--- src/hw/rtl/assert_macros.svh ---
// Assertion macros shared by the RTL that carries concurrent checks.
`ifndef ASSERT_MACROS_SVH
`define ASSERT_MACROS_SVH

// Same-cycle implication, disabled while reset is held.
`define ASSERT_IMPLIES(label, clk, rst_n, ante, cons, msg) \
    label: assert property (@(posedge clk) disable iff (!rst_n) (ante) |-> (cons)) \
        else $error(msg);

// Next-cycle implication, disabled while reset is held.
`define ASSERT_NEXT(label, clk, rst_n, ante, cons, msg) \
    label: assert property (@(posedge clk) disable iff (!rst_n) (ante) |=> (cons)) \
        else $error(msg);

`endif

--- src/hw/rtl/dta_pkg.sv ---
// Types, register codes and constants of the debounced temperature alarm.
package dta_pkg;

    // Milliseconds per second, for the averaging window and its gate.
    localparam int unsigned MS_PER_S = 1000;

    // Dividend width of the shared divider: window in ms fits 26 bits.
    localparam int unsigned DIV_W     = 26;
    localparam int unsigned DIV_STEPS = DIV_W;
    localparam int unsigned STEP_W    = $clog2(DIV_STEPS);

    // Configuration port widths.
    localparam int unsigned CFG_IDX_W  = 3;
    localparam int unsigned CFG_DATA_W = 16;

    // Register indexes.
    localparam logic [CFG_IDX_W-1:0] REG_TEMP_LIMIT   = 3'd0;
    localparam logic [CFG_IDX_W-1:0] REG_DEBOUNCE     = 3'd1;
    localparam logic [CFG_IDX_W-1:0] REG_USE_CURRENT  = 3'd2;
    localparam logic [CFG_IDX_W-1:0] REG_SAMPLE_MS    = 3'd3;
    localparam logic [CFG_IDX_W-1:0] REG_AVERAGE_S    = 3'd4;

    // Register reset values.
    localparam logic [15:0] RST_TEMP_LIMIT  = 16'd24229;
    localparam logic [7:0]  RST_DEBOUNCE    = 8'd5;
    localparam logic        RST_USE_CURRENT = 1'b1;
    localparam logic [15:0] RST_SAMPLE_MS   = 16'd200;
    localparam logic [15:0] RST_AVERAGE_S   = 16'd5;

    // Input beat.
    typedef struct packed {
        logic [15:0] temp_code;
        logic [31:0] now_ms;
    } in_beat_t;

    // Result beat.
    typedef struct packed {
        logic        alarm_on;
        logic [15:0] average_code;
        logic        average_updated;
    } out_beat_t;

endpackage

--- src/hw/rtl/debounced_temperature_alarm.sv ---
// Debounced over-temperature alarm with block averaging on raw sensor codes.
//
// One sample beat in, one result beat out. The block is busy while a sample
// is worked on: it takes the beat, runs the shared restoring divider to get
// the block length from the averaging window and sampling period (skipped
// when the sampling period is zero), accumulates, runs the divider again
// when the sample closes a block to renew its average, checks the alarm and
// loads the output register. The divider works one quotient bit per cycle.
// The output register holds a result while the next sample is taken; a
// sample only waits in the finish state if the previous result has not
// yet been taken.
// Configuration writes are always accepted and belong in idle time.

`include "assert_macros.svh"

module debounced_temperature_alarm (
    input  logic                                aclk,
    input  logic                                aresetn,
    // sample channel
    input  logic                                s_valid,
    output logic                                s_ready,
    input  dta_pkg::in_beat_t                   s_data,
    // result channel
    output logic                                m_valid,
    input  logic                                m_ready,
    output dta_pkg::out_beat_t                  m_data,
    // configuration write channel
    input  logic                                cfg_valid,
    output logic                                cfg_ready,
    input  logic [dta_pkg::CFG_IDX_W-1:0]       cfg_index,
    input  logic [dta_pkg::CFG_DATA_W-1:0]      cfg_data
);

    typedef enum logic [2:0] {
        ST_IDLE,
        ST_DIV_N,
        ST_ACCUM,
        ST_DIV_AVG,
        ST_CHECK,
        ST_FINISH
    } state_t;

    localparam int unsigned DW = dta_pkg::DIV_W;
    localparam int unsigned SW = dta_pkg::STEP_W;

    // configuration registers
    logic [15:0] temp_limit_reg;
    logic [7:0]  debounce_reg;
    logic        use_current_reg;
    logic [15:0] sample_ms_reg;
    logic [15:0] average_s_reg;

    // sequencer and datapath registers
    state_t      state_reg, state_next;
    logic [SW-1:0] step_reg, step_next;
    logic [15:0] code_reg, code_next;
    logic [31:0] now_reg, now_next;
    logic [7:0]  n_reg, n_next;
    logic [23:0] sum_reg, sum_next;
    logic [7:0]  count_reg, count_next;
    logic [15:0] avg_reg, avg_next;
    logic        updated_reg, updated_next;
    logic [31:0] last_up_reg, last_up_next;
    logic [31:0] last_down_reg, last_down_next;
    logic [7:0]  over_reg, over_next;
    logic [7:0]  under_reg, under_next;
    logic        alarm_reg, alarm_next;
    logic        m_valid_reg, m_valid_next;
    dta_pkg::out_beat_t m_data_reg, m_data_next;

    // shared divider registers
    logic [DW-1:0] num_reg, num_next;
    logic [15:0]   den_reg, den_next;
    logic [15:0]   rem_reg, rem_next;

    // combinational helpers
    logic [DW-1:0] window_ms;
    logic [17:0]   trial;
    logic [17:0]   diff;
    logic          qbit;
    logic [DW-1:0] quot;
    logic [15:0]   rem_step;
    logic          last_step;
    logic [23:0]   sum_add;
    logic [7:0]   count_inc;
    logic [15:0]   checked;
    logic [31:0]   gate;
    logic          is_over;
    logic [31:0]   elapsed;
    logic [7:0]    cnt_sel;
    logic [7:0]    cnt_inc;
    logic          out_free;

    function automatic logic [7:0] sat_inc8(input logic [7:0] v);
        sat_inc8 = (v == 8'hFF) ? 8'hFF : v + 8'd1;
    endfunction

    assign cfg_ready = 1'b1;
    assign s_ready   = (state_reg == ST_IDLE);
    assign m_valid   = m_valid_reg;
    assign m_data    = m_data_reg;

    // configuration writes; unknown indexes are dropped
    always_ff @(posedge aclk) begin
        if (!aresetn) begin
            temp_limit_reg  <= dta_pkg::RST_TEMP_LIMIT;
            debounce_reg    <= dta_pkg::RST_DEBOUNCE;
            use_current_reg <= dta_pkg::RST_USE_CURRENT;
            sample_ms_reg   <= dta_pkg::RST_SAMPLE_MS;
            average_s_reg   <= dta_pkg::RST_AVERAGE_S;
        end else if (cfg_valid) begin
            unique case (cfg_index)
                dta_pkg::REG_TEMP_LIMIT:  temp_limit_reg  <= cfg_data;
                dta_pkg::REG_DEBOUNCE:    debounce_reg    <= cfg_data[7:0];
                dta_pkg::REG_USE_CURRENT: use_current_reg <= cfg_data[0];
                dta_pkg::REG_SAMPLE_MS:   sample_ms_reg   <= cfg_data;
                dta_pkg::REG_AVERAGE_S:   average_s_reg   <= cfg_data;
                default: ;
            endcase
        end
    end

    // averaging window in ms: constant multiply, max 65535000
    assign window_ms = {10'd0, average_s_reg} * DW'(dta_pkg::MS_PER_S);

    // one restoring division step: bring down the dividend MSB
    assign trial     = {1'b0, rem_reg, num_reg[DW-1]};
    assign diff      = trial - {2'b00, den_reg};
    assign qbit      = ~diff[17];
    assign rem_step  = qbit ? diff[15:0] : trial[15:0];
    assign quot      = {num_reg[DW-2:0], qbit};
    assign last_step = (step_reg == SW'(dta_pkg::DIV_STEPS - 1));

    // accumulate
    assign sum_add   = sum_reg + {8'd0, code_reg};
    assign count_inc = sat_inc8(count_reg);

    // alarm check, one subtractor shared by both directions
    assign checked  = use_current_reg ? code_reg : avg_reg;
    assign gate     = use_current_reg ? {16'd0, sample_ms_reg} : {6'd0, window_ms};
    assign is_over  = (checked > temp_limit_reg);
    assign elapsed  = now_reg - (is_over ? last_up_reg : last_down_reg);
    assign cnt_sel  = is_over ? over_reg : under_reg;
    assign cnt_inc  = sat_inc8(cnt_sel);
    assign out_free = ~m_valid_reg | m_ready;

    // sequencer next state
    always_comb begin
        state_next     = state_reg;
        step_next      = step_reg;
        code_next      = code_reg;
        now_next       = now_reg;
        n_next         = n_reg;
        sum_next       = sum_reg;
        count_next     = count_reg;
        avg_next       = avg_reg;
        updated_next   = updated_reg;
        last_up_next   = last_up_reg;
        last_down_next = last_down_reg;
        over_next      = over_reg;
        under_next     = under_reg;
        alarm_next     = alarm_reg;
        num_next       = num_reg;
        den_next       = den_reg;
        rem_next       = rem_reg;
        m_data_next    = m_data_reg;
        m_valid_next   = m_valid_reg & ~m_ready;

        unique case (state_reg)
            ST_IDLE: begin
                if (s_valid) begin
                    code_next = s_data.temp_code;
                    now_next  = s_data.now_ms;
                    num_next  = window_ms;
                    den_next  = sample_ms_reg;
                    rem_next  = 16'd0;
                    step_next = '0;
                    if (sample_ms_reg == 16'd0) begin
                        n_next     = 8'hFF;
                        state_next = ST_ACCUM;
                    end else begin
                        state_next = ST_DIV_N;
                    end
                end
            end
            ST_DIV_N: begin
                num_next  = quot;
                rem_next  = rem_step;
                step_next = step_reg + SW'(1);
                if (last_step) begin
                    // clamp block length to 1..255
                    if (quot == '0)
                        n_next = 8'd1;
                    else if (|quot[DW-1:8])
                        n_next = 8'hFF;
                    else
                        n_next = quot[7:0];
                    state_next = ST_ACCUM;
                end
            end
            ST_ACCUM: begin
                if (count_inc >= n_reg) begin
                    // block closes: divide the sum, restart the block
                    num_next     = {{(DW-24){1'b0}}, sum_add};
                    den_next     = {8'd0, n_reg};
                    rem_next     = 16'd0;
                    step_next    = '0;
                    sum_next     = 24'd0;
                    count_next   = 8'd0;
                    updated_next = 1'b1;
                    state_next   = ST_DIV_AVG;
                end else begin
                    sum_next     = sum_add;
                    count_next   = count_inc;
                    updated_next = 1'b0;
                    state_next   = ST_CHECK;
                end
            end
            ST_DIV_AVG: begin
                num_next  = quot;
                rem_next  = rem_step;
                step_next = step_reg + SW'(1);
                if (last_step) begin
                    avg_next   = (|quot[DW-1:16]) ? 16'hFFFF : quot[15:0];
                    state_next = ST_CHECK;
                end
            end
            ST_CHECK: begin
                if (is_over) begin
                    under_next = 8'd0;
                    if (elapsed >= gate) begin
                        last_up_next = now_reg;
                        if (cnt_inc >= debounce_reg) begin
                            over_next  = debounce_reg;
                            alarm_next = 1'b1;
                        end else begin
                            over_next = cnt_inc;
                        end
                    end
                end else begin
                    over_next = 8'd0;
                    if (elapsed >= gate) begin
                        last_down_next = now_reg;
                        if (cnt_inc >= debounce_reg) begin
                            under_next = debounce_reg;
                            alarm_next = 1'b0;
                        end else begin
                            under_next = cnt_inc;
                        end
                    end
                end
                state_next = ST_FINISH;
            end
            ST_FINISH: begin
                // load the result beat once the output register is free
                if (out_free) begin
                    m_data_next.alarm_on        = alarm_reg;
                    m_data_next.average_code    = avg_reg;
                    m_data_next.average_updated = updated_reg;
                    m_valid_next                = 1'b1;
                    state_next                  = ST_IDLE;
                end
            end
            default: state_next = ST_IDLE;
        endcase
    end

    // state and registered outputs
    always_ff @(posedge aclk) begin
        if (!aresetn) begin
            state_reg     <= ST_IDLE;
            step_reg      <= '0;
            sum_reg       <= 24'd0;
            count_reg     <= 8'd0;
            avg_reg       <= 16'd0;
            updated_reg   <= 1'b0;
            last_up_reg   <= 32'd0;
            last_down_reg <= 32'd0;
            over_reg      <= 8'd0;
            under_reg     <= 8'd0;
            alarm_reg     <= 1'b0;
            m_valid_reg   <= 1'b0;
        end else begin
            state_reg     <= state_next;
            step_reg      <= step_next;
            sum_reg       <= sum_next;
            count_reg     <= count_next;
            avg_reg       <= avg_next;
            updated_reg   <= updated_next;
            last_up_reg   <= last_up_next;
            last_down_reg <= last_down_next;
            over_reg      <= over_next;
            under_reg     <= under_next;
            alarm_reg     <= alarm_next;
            m_valid_reg   <= m_valid_next;
        end
        code_reg   <= code_next;
        now_reg    <= now_next;
        n_reg      <= n_next;
        num_reg    <= num_next;
        den_reg    <= den_next;
        rem_reg    <= rem_next;
        m_data_reg <= m_data_next;
    end

    // checks
    `ASSERT_IMPLIES(a_counts_exclusive, aclk, aresetn, over_reg != 8'd0, under_reg == 8'd0, "over and under counters both nonzero")
    `ASSERT_NEXT(a_beat_starts_work, aclk, aresetn, s_valid && s_ready, state_reg == ST_DIV_N || state_reg == ST_ACCUM, "accepted beat did not start work")
    `ASSERT_NEXT(a_finish_loads_out, aclk, aresetn, state_reg == ST_FINISH && out_free, m_valid_reg && state_reg == ST_IDLE, "result beat not loaded at finish")

endmodule

--- config.mk ---
export PLATFORM = sky130hd
export DESIGN_NAME = debounced_temperature_alarm
export DESIGN_NICKNAME = d
export VERILOG_FILES = /design/src/hw/rtl/dta_pkg.sv /design/src/hw/rtl/debounced_temperature_alarm.sv
export VERILOG_INCLUDE_DIRS = /design/src /design/src/hw/rtl
export SDC_FILE = /design/constraint.sdc
export NUM_CORES = 1
export LEC_CHECK = 0
export ABC_CLOCK_PERIOD_IN_PS = 15900
export BUFFER_PORTS_ARGS = -buffer_cell sky130_fd_sc_hd__buf_2
export CAP_MARGIN = 5
export CORE_ASPECT_RATIO = 1.75
export CORE_MARGIN = 2
export CORE_UTILIZATION = 45
export DETAILED_ROUTE_END_ITERATION = 8
export PLACE_DENSITY = 0.6
export SETUP_SLACK_MARGIN = 0.3
export SYNTH_ARGS = -nofsm -noshare
export SYNTH_HDL_FRONTEND = slang
export SYNTH_SLANG_ARGS = --single-unit
--- constraint.sdc ---
create_clock -name aclk -period 15.9 [get_ports aclk]
set_clock_uncertainty 0.15 [all_clocks]
set_input_delay 2.385 -clock aclk [delete_from_list [all_inputs] [get_ports aclk]]
set_output_delay 2.385 -clock aclk [all_outputs]
set_load 0.05 [all_outputs]
==> metrics.csv <==
metric,value,unit
outcome,finished clean,
gp_congestion,0.870,
cap_viol_max_count,0,
start_util,45.3,%
via_per_inst,5.57,
design.core.area,45000,um2
ys_seq_elements,328,
rsz0062_at_grt,false,
p_int,0.00169,W
ir_drop,0.0894,mV
max_freq,108,MHz
antenna_found_initial,4,
mostFrequentLayoutCells,"298 x nand2_1, 195 x dfxtp_1, 177 x ha_1",
multi_input_area,11500,um2
slew_viol_final,0,
clock_power_share,35.5,%
n_fill_cell,4191,
hold_buffers,0,
final_area,22500,um2
cts-root-buf,clkbuf_16,
ys.flop_type,dfxtp_1,
io_buffers,91,
avgSynthCellArea,9.48,um2
grt_usage,23.0,%
die_w,165,um
drive_above_1_share,9.48,%
die_area,47100,um2
crit_type,reg2reg,
layout_commonest_cell,nand2_1,
drt_wl_total,53.7,mm
grt-ovfl-total,0,
detail-route-antenna-nets,0,
cts_tree,done,
p_sw,0.000739,W
htreeDepth,2,
power_per_cell_area,108,nW/um2
vias,15700,
grt_pass1_wl,84.6,mm
first_global_vias,16100,
syn_to_final_growth,10.6,%
syn_inst,2151,
dieHeight,286,um
worst-path-max-fanout,52,
cts.path.max_buffers,3,
crit_required,16.21,ns
cp.arrival,9.57,ns
combPwrFrac,23.1,%
switching_share,30.4,%
drc,0,
whs,0.289,ns
yosysUniqueCellTypes,73,
firstDrtPassIters,7,
hp-class,reg2reg,
async_flop_share,0,%
path_clk_slew,0.07,ns
worstMarginPinSlew,1.15,ns
cp_slowest_stage_delay,0.64,ns
p_seq_share,41.3,%
timing.rr.start,use_current_reg$_SDFFE_PN1P_,
insertion_delay,0.55,ns
drt_iter0_drc,704,
min_from,updated_reg$_SDFFE_PN0P_,
path_buf_inv,2,
dp.cells,2752,
pin_count,93,
cp-start-kind,flip-flop,
min_period,9.26,ns
synth_edf_count,132,
seq_area_frac_synth,38.7,%
hold_violations,0,
dpl.hpwl,41.1,mm
setup_viol,0,
finalCritPeriodShare,58.2,%
setup_tns,0,ns
syn_area,20400,um2
layout.cells.non_filler,2816,
worst_hold_path.endpoint,m_data[0]$_DFFE_PP_,
nNetsFinal,2517,
whs_path_depth,0,
place_area,21300,um2
cts_buffers,34,
post-cts-setup-buffer-count,0,
rows,103,
r2r_cells,32,
regToRegSetupSlack,6.64,ns
slew_headroom,23.2,%
postSynthNetCount,2457,
cp_top_family,compound AO/OA/AOI/OAI gates,
cts_resized,0,
clkSinkCount,328,
regToRegEndpoint,last_down_reg[24]$_SDFFE_PN0P_,
grt_start_max_net_pins,87,
ff_latch_area,7890,um2
routedWlPerCell,19.1,um
p_leak,9.63,nW
cp-end-kind,flip-flop,
slowest_stage,buf_4,
yosysWarningCount,0,
[layout make-up]
type	instances	share of cell area, %
Multi-Input combinational cell	1580	51.2
Sequential cell	328	35.0
Clock buffer	40	4.11
Tap cell	577	3.20
Timing Repair Buffer	109	2.63
Inverter	158	2.63
Clock inverter	22	1.21
Antenna cell	2	0.0222
[worst max-delay path by stage]
stage,from,end,slack [ns],cells after the start
after global routing,use_current_reg$_SDFFE_PN1P_,last_down_reg[25]$_SDFFE_PN0P_,6.02,32
after detailed placement,use_current_reg$_SDFFE_PN1P_,last_down_reg[27]$_SDFFE_PN0P_,6.67,32
after CTS,use_current_reg$_SDFFE_PN1P_,last_down_reg[27]$_SDFFE_PN0P_,6.60,32
after global placement,use_current_reg$_SDFFE_PN1P_,last_down_reg[21]$_SDFFE_PN0P_,6.82,32
after floorplan,use_current_reg$_SDFFE_PN1P_,last_down_reg[10]$_SDFFE_PN0P_,7.34,36
final,use_current_reg$_SDFFE_PN1P_,last_down_reg[24]$_SDFFE_PN0P_,6.64,32
[kinds of logic after synthesis]
group	Yosys count	synth area share [%]
other	1	0.0184
DFF	328	38.7
xor gates and xnor gates	87	3.74
muxes	153	7.66
AOI/OAI and AO/OA	439	13.7
adders and majority gates	234	16.5
buffers and inverters	243	4.87
and+or+nand+nor	666	14.8
[metrics by stage]
step	utilization (%)	setup WS, ns	total power [W]
5_1_grt	50.1	6.02	0.00255
3_3_place_gp	47.4	6.82	0.00157
6_report	50.1	6.64	0.00243
2_1_floorplan	-	7.34	0.00143
3_5_place_dp	47.4	6.67	0.00158
4_1_cts	50.1	6.60	0.00245
[synthesized netlist by cell type, types with 22 or more instances]
cell	n	share of area (%)
a21o_1	41	1.5
a21oi_1	145	3.6
a22oi_1	26	0.96
clkbuf_1	76	1.4
dfxtp_1	196	19
edfxtp_1	132	19
fa_1	57	5.6
ha_1	177	11
inv_1	158	2.9
mux2_2	24	1.3
mux2i_1	129	6.3
nand2_1	299	5.5
nand2b_1	35	1.1
nand3_1	54	1.3
nor2_1	133	2.4
nor2b_1	22	0.68
nor3_1	41	1.0
o211ai_1	26	0.96
o21ai_0	85	2.1
xnor2_1	55	2.4
xor2_1	32	1.4
[power by group through the flow]
stage | Combinational (W) | Clock (W) | Sequential (W)
5_1_grt | 0.000628 | 0.000911 | 0.00101
2_1_floorplan | 0.000428 | 0 | 0.000998
3_3_place_gp | 0.000549 | 0 | 0.00102
3_5_place_dp | 0.000561 | 0 | 0.00102
6_report | 0.000562 | 0.000863 | 0.00100
4_1_cts | 0.000564 | 0.000883 | 0.00100
[routing by layer]
metal	GRT usage (%)	routed length (um)
met1	23.9	20000
met2	43.6	28400
met3	2.90	1920
met4	13.0	3340
met5	0	23
(Power assumes the default switching activity.)
